$ cat src/design/qnp_mul.sv
module qnp_mul (
   input  logic               clock,
   input  logic signed [31:0] op_a,
   input  logic signed [31:0] op_b,
   output logic signed [63:0] prod
);

   logic signed [63:0] prod_ff;

   // register every product before it is used
   always_ff @(posedge clock) begin
      prod_ff <= 64'(op_a) * 64'(op_b);
   end

   assign prod = prod_ff;

endmodule

$ cat config.mk
export PLATFORM = sky130hd
export DESIGN_NAME = qnp_mul
export DESIGN_NICKNAME = d
export VERILOG_FILES = /design/src/design/qnp_mul.sv
export SDC_FILE = /design/constraint.sdc
export NUM_CORES = 2
export LEC_CHECK = 0
export ABC_AREA = 1
export BUFFER_PORTS_ARGS = -buffer_cell sky130_fd_sc_hd__buf_2
export CAP_MARGIN = 30
export CORE_MARGIN = 2
export CORE_UTILIZATION = 55
export CTS_CLUSTER_SIZE = 24
export DETAILED_ROUTE_END_ITERATION = 7
export HOLD_SLACK_MARGIN = 0.1
export PLACE_DENSITY = 0.83
export SLEW_MARGIN = 30
export SYNTH_ARGS = -nofsm -noshare
export SYNTH_HDL_FRONTEND = slang
export SYNTH_SLANG_ARGS = --single-unit
$ cat constraint.sdc
create_clock -name clock -period 7.7 [get_ports clock]
set_input_delay 1.155 -clock clock [delete_from_list [all_inputs] [get_ports clock]]
set_output_delay 1.155 -clock clock [all_outputs]
set_load 0.03 [all_outputs]
==> run_results.csv <==
group,metric,value,unit
global_route,grt_first_pass_wirelength,184,mm
synth,synth_seq_cells,64,
route,wl,112,mm
sta,rsz0062_at_grt,"true",
die,die_area,75300,um^2
clocking,clock-sinks,64,
route,viasPerCell,5.18,
clocking,cts_tree,"built",
final_layout,fill_cells,5836,
clocking,cts-root-buf,"clkbuf_16",
route,dr.pass1.iters,6,
global_route,grt_pass1_vias,36000,
die,die_y,274,um
sta,layout_setup_ws,0.204,ns
job,cap_violations,0,
clocking,cts-htree-levels,3,
setup_path,required,8.01,ns
die,ios,129,
synth,ys.warnings.count,0,
sta,period_share,0.973,
clocking,clk_path_buf_depth,2,
final_layout,synthToLayoutAreaGrowth,11.3,%
synth,syn-num-nets,6455,
final_layout,layout-drive-gt1-share,0.108,
route,drt_iter0_markers,3016,
die,core_area,72700,um^2
die,rows,99,
global_route,grt_max_degree,27,
route,wire_per_inst,17.7,um
final_layout,design_area,44800,um^2
run_status,status,"finished, final reports clean",
setup_path,worst-setup-path-type,"in -> reg",
sta,setup_viol,0,
setup_path,arrival,7.80,ns
die,initial_utilization,0.553,
sta,hold_viol,0,
die,die_w,274,um
synth,synthCells,5124,
sta,min_period,7.50,ns
global_route,antenna_found_initial,4,
global_route,grtUsageTotal,0.315,
sta,slew_headroom,0.652,
route,vias,33000,
global_route,grt-ovfl-total,0,
placement,placed_area,44300,um^2
synth,ys_types,27,
final_layout,largest_reg_flops,64,
setup_path,path_max_fanout,12,
placement,place_ws,-0.242,ns
synth,synth.yosys.seq_area_share,0.0319,
clocking,cts.clk_slew.worst_paths,0.07,ns
setup_path,end_kind,"flop",
sta,fmax,133,MHz
final_layout,nets,6733,
sta,slew_viol_final,0,
setup_path,startpoint_type,"input port",
sta,worst_pin_slew,0.522,ns
synth,synth_area,40200,um^2
placement,port_buffers,128,
clocking,numCtsBuffers,9,
worst_hold_path,whs_path_depth,4,
placement,dpl.hpwl,101,mm
route,drc_errors,0,
sta,tns,0,ns
worst_hold_path,hold_path.class,"in -> reg",
synth,avgSynthCellArea,7.85,um^2
route,drtAntennaViolNets,0,
clocking,cts_hold_buf,0,
placement,gp_congestion,0.980,
per-layer routing:
layer | track usage | wire (um)
met3 | 0.0578 | 10500
met1 | 0.407 | 41800
met2 | 0.532 | 55300
met5 | 0 | 12
met4 | 0.117 | 4890
cell type report:
cell class,count,area (um^2),share of cell area
antenna,3,7.51,0.000168
clock buffer,11,243,0.00542
clock inverter,5,32.5,0.000727
inverter,1700,6390,0.143
multi-input combinational,3168,32000,0.714
sequential,64,1280,0.0286
tap,959,1200,0.0268
timing repair buffer,459,3630,0.0810
critical path, stage by stage:
cell and delay [ns]:
buf_2 0.20, nand2_1 0.14, inv_1 0.08, fa_1 0.55, inv_2 0.06, fa_1 0.50, inv_1 0.07, fa_1 0.52
fa_2 0.61, clkinvlp_4 0.14, buf_4 0.16, fa_1 0.47, inv_1 0.06, fa_1 0.55, fa_1 0.45, fa_1 0.48
ha_1 0.43, nand2_1 0.08, inv_1 0.11, nand2_1 0.15, nor2_2 0.23, nand2_1 0.10, nor3_1 0.14, nand2_1 0.12
nand3b_1 0.10, nand2_1 0.05, nand2_1 0.05
final timing paths:
| kind | startpoint | to | slack (ns) |
|---|---|---|---|
| setup / recovery | op_b[5] | prod[58] | 0.20 |
| hold / removal | op_b[0] | prod[0] | 1.30 |
cells by family (layout without fill, tap and decap cells):
family,count (synthesis),after routing,synth area share
AO/OA/AOI/OAI,95,95,0.0126
XOR/XNOR,34,34,0.00741
adder cells (fa/ha/maj),1266,1266,0.596
buffers and inverters,1892,2175,0.177
flip-flops,64,64,0.0319
other,0,3,0
AND/OR/NAND/NOR,1773,1773,0.175
cell usage in the layout, fill, tap and decap left out, types with 7 or more instances in the layout:
cell type,instances
o21bai_1,8
clkbuf_16,9
a21oi_1,61
buf_2,118
clkbuf_4,10
or2_2,7
buf_4,293
nor2_1,84
buf_12,38
nand4_1,13
inv_1,1689
nand2_2,24
xor2_1,31
nand2_1,1501
nand3_2,7
nor3_1,11
ha_1,175
nand3_1,72
inv_2,9
dfxtp_1,64
nor2_2,39
o21ai_0,15
ha_4,7
fa_1,1078
Yosys cell counts (all sizes together):
cell       n  area share
nor3      16      0.0026
nand4     13      0.0020
o21bai     8      0.0015
nor2     127       0.014
clkbuf   192       0.018
or2        7      0.0011
nand3     79       0.011
ha       184       0.057
o21ai     21      0.0026
a21o       2     0.00037
xor2      31      0.0068
fa      1082        0.54
nand2   1525        0.14
nand3b     6      0.0011
a21oi     63      0.0079
dfxtp     64       0.032
o21a       1     0.00019
inv     1700        0.16
xnor2      3     0.00065
timing repair:
action                     in CTS  in global routing
setup endpoints to repair       0                 26
gates resized for setup         0                 41
setup buffers                   0                  5
metrics by stage:
step	instances	utilization	hold slack, ns
final	6369	0.615	1.30
after global routing	6367	0.615	1.32
after CTS	6361	0.612	1.30
after detailed placement	6345	0.609	1.59
after global placement	6345	0.609	1.59
after floorplan	5124	-	1.25
Power is not shown: default switching activity piles up to over one toggle a cycle in this logic, so the estimate is an artifact.
