`config.mk`:
```
export PLATFORM = sky130hd
export DESIGN_NAME = qnp_div
export DESIGN_NICKNAME = d
export VERILOG_FILES = /design/src/design/qnp_div.sv
export SDC_FILE = /design/constraint.sdc
export NUM_CORES = 1
export LEC_CHECK = 0
export ABC_AREA = 0
export BUFFER_PORTS_ARGS = -buffer_cell sky130_fd_sc_hd__buf_2
export CELL_PAD_IN_SITES_DETAIL_PLACEMENT = 0
export CELL_PAD_IN_SITES_GLOBAL_PLACEMENT = 2
export CORE_UTILIZATION = 38
export DETAILED_ROUTE_END_ITERATION = 7
export GPL_ROUTABILITY_DRIVEN = 0
export GPL_TIMING_DRIVEN = 0
export PLACE_DENSITY = 0.89
export SLEW_MARGIN = 20
export SYNTH_ARGS = -nofsm -noshare
export SYNTH_HDL_FRONTEND = slang
export SYNTH_SLANG_ARGS = --single-unit
```
`constraint.sdc`:
```
create_clock -name clock -period 5.3 [get_ports clock]
set_clock_uncertainty 0.05 [all_clocks]
set_input_delay 0.53 -clock clock [delete_from_list [all_inputs] [get_ports clock]]
set_output_delay 0.53 -clock clock [all_outputs]
set_load 0.02 [all_outputs]
```
`src/design/qnp_div.sv`:
```
module qnp_div (
   input  logic        clock,
   input  logic        reset,
   input  logic        start,
   input  logic [46:0] numer,
   input  logic [31:0] denom,
   output logic        done,
   output logic [16:0] quot
);

   logic [31:0] rem_ff, rem_in;
   logic [16:0] low_ff, low_in;
   logic [16:0] quo_ff, quo_in;
   logic [31:0] den_ff, den_in;
   logic [4:0]  k_ff, k_in;
   logic        run_ff, run_in;
   logic        done_ff, done_in;
   logic [32:0] shifted;
   logic        qbit;

   // restoring division, quotient known to stay below 2^17
   always_comb begin
      shifted = {rem_ff, low_ff[16]};
      qbit    = shifted >= {1'b0, den_ff};
      rem_in  = rem_ff;
      low_in  = low_ff;
      quo_in  = quo_ff;
      den_in  = den_ff;
      k_in    = k_ff;
      run_in  = run_ff;
      done_in = 1'b0;
      if (start && !run_ff) begin
         rem_in = 32'(numer[46:17]);
         low_in = numer[16:0];
         quo_in = '0;
         den_in = denom;
         k_in   = 5'd16;
         run_in = 1'b1;
      end else if (run_ff) begin
         rem_in = qbit ? 32'(shifted - {1'b0, den_ff}) : shifted[31:0];
         low_in = {low_ff[15:0], 1'b0};
         quo_in = {quo_ff[15:0], qbit};
         k_in   = k_ff - 5'd1;
         if (k_ff == 5'd0) begin
            run_in  = 1'b0;
            done_in = 1'b1;
         end
      end
   end

   always_ff @(posedge clock) begin
      if (reset) begin
         run_ff  <= 1'b0;
         done_ff <= 1'b0;
      end else begin
         run_ff  <= run_in;
         done_ff <= done_in;
      end
      rem_ff <= rem_in;
      low_ff <= low_in;
      quo_ff <= quo_in;
      den_ff <= den_in;
      k_ff   <= k_in;
   end

   assign done = done_ff;
   assign quot = quo_ff;

endmodule

```
==> reports/results.ini <==
[setup_path]
r2r_slack_ns=1.84
worstSetupEndpoint=rem_ff[29]$_DFFE_PP_
r2r_start=rem_ff[3]$_DFFE_PP_
cp_max_fo=4
worstSetupEndpointType=flop
cpPeakStageDelay_ns=0.82
criticalPathCategory=reg2reg
cpMostUsedCell=o22ai_1
crit_chain=ha_1 > a21o_1 > a211o_1 > o21ai_0 > o22ai_1 > a2111oi_0 > nor3_1 > o22ai_1 > a21oi_1
r2r_end=rem_ff[29]$_DFFE_PP_
cp_slowest_cell=a2111oi_0
ff2ff_path_depth=9
cp.required_ns=5.37
crit_arrival_ns=3.53
crit_start=rem_ff[3]$_DFFE_PP_
start_kind=flop

[placed_design]
dp_cells=1008
postPlaceCellArea_mm2=0.00708
port_buffers=99
pre_cts_ws_ns=1.86
dpl.hpwl_um=12400

[die]
die_h_um=130
initial_core_util_pct=39.2
ios=100
fp.dieArea_mm2=0.0170
placement_rows=46
core_mm2=0.0160
die_x_um=130

[flow_run]
maxCapViolations=0

[global_route]
gr-total-overflow=0
antenna_found_initial=0
grt_use_total_pct=21.0
grt_pass1_vias=5333
grt_pass1_wl_um=26900
grt_max_degree=32

[timing]
final.period_utilization_pct=65.4
rsz0062_at_grt=no
holdWs_ns=0.281
hold_viol=0
slew_violations=0
tightest_slew_ns=0.858
tns_ns=0
setup_viol=0
fin_crit_ns=3.46
fmax_mhz=289
finalWorstSetupSlack_ns=1.84
slew_headroom_pct=41.3

[synthesis]
ys_seq_area_share_pct=46.1
ys_types=66
synth.avg_cell_area_um2=9.08
synthesis.nets=807
syn_inst=691
netlist_area_mm2=0.00627
synth-seq-cells=105
synth_flop_cell=edfxtp_1
synth_top_cell_by_area=edfxtp_1
postSynth.asyncResetShare_pct=0
synth_edf_count=79
synthTopCellsByArea=edfxtp_1 (38%), nand2_1 (9.4%), dfxtp_1 (8.3%), ha_1 (6.6%), xnor2_1 (3.1%)
yosysWarningCount=0
synth_top_area_share_pct=37.8

[clock_network]
clk_latency_ns=0.37
cts_sinks=105
cts-resized-gates=0
cts_tree=done
hold_buffers=0
post_cts_buffers=0
path_clk_slew_ns=0.08
htreeDepth=3
clockBufferDepth=2
clockRootBuffer=clkbuf_16
numCtsBuffers=9

[cells_and_area]
multi_input_area_mm2=0.00304
finish.instance_area_mm2=0.00736
seq_area_mm2=0.00289
num-nets-final=919
stdcell_count=1024
final_util_pct=46.0
fill_cells=1613
insertedDiodeCount=0
final_common_cell=nand2_1
syn_to_final_growth_pct=17.4
layout-drive-gt1-share_pct=17.0
layout_common_cells=nand2_1 (157), buf_2 (107), edfxtp_1 (79), inv_1 (43), a21oi_1 (37)

[route]
met3_length_um=920
wl_met2_um=7580
dr_total_vias=5371
drc_errors=0
wl_met1_um=8040
drtPass1Iterations=5
routed.top_layer=met4
wire_per_inst_um=16.4
ant_nets=0
wl_um=16800
drt_iter0_markers=405
routed_via_density=5.25

[power_and_ir_drop]
p_leak_nw=3.10
power.total_mw=4.01
peakVddDrop_v=0.000234
power.density_mw_per_mm2=545

[min_path]
min_path_type=in2reg

[status]
status=completed

-- critical path, delay by kind of cell, from the launching register on --
family | cells | cell delay (ns)
DFF | 1 | 0.40
adders and majority gates | 1 | 0.37
and+or+nand+nor | 1 | 0.10
AOI/OAI and AO/OA | 7 | 2.31
-- Yosys cell counts (2+ instances only) --
library cell / instances
o21ai_0: 35
ha_1: 33
nand2b_1: 4
a311oi_1: 2
nor3_1: 12
nor2b_1: 4
xnor2_1: 22
a211oi_1: 9
a31oi_1: 5
o21a_1: 4
o221ai_1: 2
buf_2: 7
or4_1: 2
edfxtp_1: 79
a21boi_0: 3
o22ai_1: 7
o211ai_1: 24
nor2_1: 33
mux2i_1: 4
nand2_1: 157
nand4_1: 29
a211o_1: 3
o31ai_1: 5
nand3_1: 9
a21o_1: 12
dfxtp_1: 26
a21oi_1: 37
inv_1: 44
and2_1: 4
clkinv_1: 2
clkbuf_1: 29
or3_1: 3
a21boi_1: 2
xor2_1: 5
buf_1: 2
-- state kept, by name, summed over array words and instances (netlist names) --
register and flops:
rem_ff 32, low_ff 17, done 1, run_ff 1
den_ff 32, quot 17, k_ff 5
-- routing by layer --
metal	vias up	track usage, %
met2	156	33.6
met5	-	0
li1	2695	-
met4	0	6.29
met3	14	4.56
met1	2506	28.4
-- area by class of cell --
| class | instances | area share (%) |
|---|---|---|
| multi-input combinational | 500 | 41.2 |
| sequential | 105 | 39.3 |
| timing repair buffer | 101 | 7.27 |
| tap | 216 | 3.67 |
| clock buffer | 10 | 3.11 |
| inverter | 46 | 2.34 |
| buffer | 40 | 2.33 |
| clock inverter | 6 | 0.765 |
-- worst min path at each step --
stage	start	to	slack, ns	cells after the start
after floorplan	k_ff[0]$_SDFFE_PP0P_	k_ff[0]$_SDFFE_PP0P_	0.39	1
after global placement	k_ff[0]$_SDFFE_PP0P_	k_ff[0]$_SDFFE_PP0P_	0.41	1
after detailed placement	k_ff[0]$_SDFFE_PP0P_	k_ff[0]$_SDFFE_PP0P_	0.41	1
after CTS	denom[26]	den_ff[26]$_DFFE_PP_	0.27	1
after global routing	denom[9]	den_ff[9]$_DFFE_PP_	0.27	1
final	denom[26]	den_ff[26]$_DFFE_PP_	0.28	1
-- report_power, final --
part / switching [mW] / total, mW / internal (mW)
logic: 1.27 / 2.10 / 0.827
registers: 0.112 / 1.26 / 1.15
clock network: 0.332 / 0.662 / 0.330
-- cell families (layout without fill, tap and decap cells) --
group                      Yosys count  after routing  synth area share (%)
muxes                                4              4                 0.638
DFF                                105            105                  46.1
AOI/OAI and AO/OA                  171            171                  18.6
xor gates and xnor gates            27             27                  3.77
buffers and inverters               86            203                  5.47
and+or+nand+nor                    264            264                  18.5
adders and majority gates           34             34                  6.90
Note: power is estimated with default switching activity, not from simulation.
