## src/design/qnp_sqrt.sv

```systemverilog
module qnp_sqrt (
   input  logic        clock,
   input  logic        reset,
   input  logic        start,
   input  logic [63:0] radicand,
   output logic        done,
   output logic [31:0] root
);

   logic [63:0] rem_ff, rem_in;
   logic [63:0] res_ff, res_in;
   logic [4:0]  k_ff, k_in;
   logic        run_ff, run_in;
   logic        done_ff, done_in;
   logic [63:0] bit_val;
   logic [63:0] trial;

   // one result bit per cycle, bit weight 4^k from k = 31 down
   always_comb begin
      bit_val = 64'd1 << {k_ff, 1'b0};
      trial   = res_ff + bit_val;
      rem_in  = rem_ff;
      res_in  = res_ff;
      k_in    = k_ff;
      run_in  = run_ff;
      done_in = 1'b0;
      if (start && !run_ff) begin
         rem_in = radicand;
         res_in = '0;
         k_in   = 5'd31;
         run_in = 1'b1;
      end else if (run_ff) begin
         if (rem_ff >= trial) begin
            rem_in = rem_ff - trial;
            res_in = (res_ff >> 1) + bit_val;
         end else begin
            res_in = res_ff >> 1;
         end
         k_in = k_ff - 5'd1;
         if (k_ff == 5'd0) begin
            run_in  = 1'b0;
            done_in = 1'b1;
         end
      end
   end

   always_ff @(posedge clock) begin
      if (reset) begin
         run_ff  <= 1'b0;
         done_ff <= 1'b0;
      end else begin
         run_ff  <= run_in;
         done_ff <= done_in;
      end
      rem_ff <= rem_in;
      res_ff <= res_in;
      k_ff   <= k_in;
   end

   assign done = done_ff;
   assign root = res_ff[31:0];

endmodule

```

## config.mk

```make
export PLATFORM = sky130hd
export DESIGN_NAME = qnp_sqrt
export DESIGN_NICKNAME = d
export VERILOG_FILES = /design/src/design/qnp_sqrt.sv
export SDC_FILE = /design/constraint.sdc
export NUM_CORES = 1
export LEC_CHECK = 0
export ABC_AREA = 1
export ABC_CLOCK_PERIOD_IN_PS = 8130
export BUFFER_PORTS_ARGS = -buffer_cell sky130_fd_sc_hd__buf_4
export CELL_PAD_IN_SITES_DETAIL_PLACEMENT = 1
export CELL_PAD_IN_SITES_GLOBAL_PLACEMENT = 1
export CORE_MARGIN = 2
export CORE_UTILIZATION = 44
export CTS_CLUSTER_SIZE = 40
export DETAILED_ROUTE_END_ITERATION = 8
export MAX_ROUTING_LAYER = met4
export PLACE_DENSITY = 0.83
export SYNTH_ARGS = -nofsm -noshare
export SYNTH_HDL_FRONTEND = slang
export SYNTH_SLANG_ARGS = --single-unit
```

## constraint.sdc

```tcl
create_clock -name clock -period 8.13 [get_ports clock]
set_input_delay 1.626 -clock clock [delete_from_list [all_inputs] [get_ports clock]]
set_output_delay 1.626 -clock clock [all_outputs]
set_load 0.005 [all_outputs]
```

==> impl_results.md <==
* Clock root buffer: clkbuf_16
* Post-CTS setup buffer count at 0
* EDFF count, synth at 64
* TritonCTS buffer count at 17
* Fillers at about 5800
* Syn Nets at approximately 3300
* Grt ovf at 0
* Post-DP Area at slightly below 20000 um^2
* Die width at about 210 um
* Final net count at around 3400
* Area leader, netlist: nand2_1
* WL/cell at 22.9 um
* Final wirelength at roughly 85 mm
* Reg power frac at 20.7%
* Setup crit end kind: register
* Yosys cell types at 57
* Tot Pwr at roughly 7 mW
* Post-synth ARST share at 0%
* Synth warn at 0
* 1st-iter DRT viols at 1735
* Post-detail-place hpwl at around 70 mm
* DRC violations left at 0
* Slew of the pin with the lowest slew margin at 1.10 ns
* Setup violations, final at 0
* Syn Inst Count at about 3100
* Crit path DAT at between 7 and 8 ns
* First-pass GRT wire length at ~130 mm
* Gate power share at 67.1%
* Tmin final at roughly 7.0 ns
* Max-slew violations at 0
* Worst path slowest cell: a2111oi_0
* Die ar. at 43000 um^2
* Setup ws final at 1.12 ns
* Final period utilization at 86.3%
* Vias at about 22000
* Hold WC Path Type: register to register
* Syn Area/Cell at between 5 and 6 um^2
* Placed insts at 3670
* Vias per std cell at slightly below 6
* Setup CP Type: register to register
* Post-place setup slack at around 1.5 ns
* Clock transition at path regs at 0.07 ns
* Antenna violations before repair at 1
* # clock sinks at 135
* Clock Path Buffers at 2
* CP required at about 8.3 ns
* Outcome: completed
* Number of global-route vias before repair at 22900
* P&R area growth vs syn at 8.82%
* Port bufs at 99
* Area of the core at 40800 um^2
* Drt pass-1 iters at 6
* Clock Skew at 0.0148 ns
* Power Dens Cells at roughly 350 nW/um^2
* IO Pins at 100
* P_int at about 3.1 mW
* CTS tree: yes
* RePlAce Congestion at ~1.0
* Post-route cell area at ~20000 um^2
* Worst skew pair latency at ~0.5 ns
* Gr usage total at between 40% and 50%
* Layout cells sized above 1 at under 10%
* Most frequent cells in the layout: 797 x nand2_1, 444 x inv_1, 407 x nor2_1, 245 x o21ai_0, 245 x a21oi_1
* Cell Area, Synth at approximately 18000 um^2
* Critical path, cell by cell: inv_2 > nor2_8 > nand2_1 > nor2_1 > ha_1 > nand2_1 > o21ai_0 > a21oi_1 > nor2_1 > a2111oi_0 > o21ai_0 > a21oi_1 > xor2_1 > ha_1 > inv_1 > nor3_1 > nand3_1 > nor2_1 > nand3_1 > nand3_4 > nand2_1 > nand2_2 > buf_12
* Routed Antenna Nets at 0
* Sw Ratio at 55.7%
* F_max at 0.143 GHz
* Num rows at between 70 and 80
* Largest net degree at the start of global routing at about 110
* Cts hold-fix bufs at 0
* Setup TNS at 0 ns
* Switching pwr at 3.87 mW
* Slew headroom at 25.7%
* Fin Hold WS at 0.515 ns
* Die height at 207 um
* Htree depth at 4
* Commonest non-fill, non-tap cell in the layout: nand2_1
* Sequential area share after synthesis at 18.4%
* Top cells by area, synth: nand2_1 16%, edfxtp_1 11%, inv_1 9.2%
* Max incr delay on CP at ~0.73 ns
* CTS resizes at 0
* Share of the synthesized area in the top cell type at between 10% and 20%
* Startpoint Class: register
* Post-layout util at 48.5%
* VDD IR max at 0.000248 V
* Initial core utilization at ~45%
* Maxcap violations at 0
* Leak at between 8 and 9 nW
* Main synth FF type: dfxtp_1
* RSZ-0062 raised after global routing: false
* Synth Register Bits at between 100 and 150
* Final Hold Fails at 0
* Power share of the clock group at 12.3%
* CP Max Fanout at 64
* Fin cells at about 3700
## power by group through the flow
stage	logic [mW]	registers (mW)	clock network [mW]
after global placement	4.30	1.41	0
after global routing	5.09	1.46	0.877
final	4.66	1.43	0.853
after CTS	4.54	1.41	0.856
after detailed placement	4.49	1.43	0
after floorplan	3.23	1.26	0
## cell type report
cell class	count	area [um^2]	share of cell area, %
Antenna cell	1	2.50	0.0126
Inverter	455	1710	8.62
Clock buffer	17	425	2.15
Multi-Input combinational cell	2442	12700	64.0
Clock inverter	15	169	0.852
Sequential cell	135	3340	16.9
Tap cell	532	666	3.36
Timing Repair Buffer	106	821	4.14
## per-layer routing
metal  vias to the layer above  routed length [um]  global-route usage (%)
met2                       727               40800                    66.9
met1                     10500               34200                    45.7
met3                       215                4280                    5.08
met5                         -                   0                       -
li1                      10300                   -                       -
met4                         0                5400                    24.3
## Yosys cell counts (all sizes together) (2+ instances only)
cell type	n
a21o	17
nor3b	2
a31oi	15
a2111oi	2
o31ai	2
a21oi	248
nand4	33
nor3	63
clkbuf	37
o21ai	279
dfxtp	71
and3	7
buf	51
xor2	55
nor2	416
o22ai	4
a221oi	3
nand3	200
ha	131
o21a	11
nand3b	15
edfxtp	64
a21boi	10
o211ai	11
inv	454
a211oi	9
o21bai	14
or2	18
nand2	809
xnor2	46
nor4	18
## worst paths after layout
| path | startpoint | endpoint | slack [ns] | cells after the start |
|---|---|---|---|---|
| worst min-delay path | res_ff[0]$_SDFFE_PP0P_ | res_ff[0]$_SDFFE_PP0P_ | 0.52 | 2 |
| worst min register to register | res_ff[0]$_SDFFE_PP0P_ | res_ff[0]$_SDFFE_PP0P_ | 0.52 | 2 |
| worst max-delay path | k_ff[3]$_SDFFE_PP1P_ | rem_ff[2]$_DFFE_PP_ | 1.12 | 23 |
| worst max register to register | k_ff[3]$_SDFFE_PP1P_ | rem_ff[2]$_DFFE_PP_ | 1.12 | 23 |
## critical path: cells and delay by family (launching register included)
family,cells,cell delay [ns]
xor+xnor,1,0.15
flops,1,0.70
buf+inv,3,0.64
fa+ha+maj,2,0.82
compound gates,5,1.72
simple gates,12,2.49
## flip-flops by register name (all words and copies together), names as in the netlist
| name | flops |
|---|---|
| k_ff | 5 |
| res_ff | 64 |
| rem_ff | 64 |
| run_ff | 1 |
| done | 1 |
## cell families (layout without fill, tap and decap cells)
kind of cell | after synthesis | after routing | synth area share [%]
flops | 135 | 135 | 18.4
simple gates | 1582 | 1582 | 36.8
fa+ha+maj | 132 | 132 | 9.11
buf+inv | 543 | 593 | 12.1
xor+xnor | 101 | 101 | 4.86
other cells | 0 | 1 | 0
compound gates | 627 | 627 | 18.8
(Power assumes the default switching activity.)
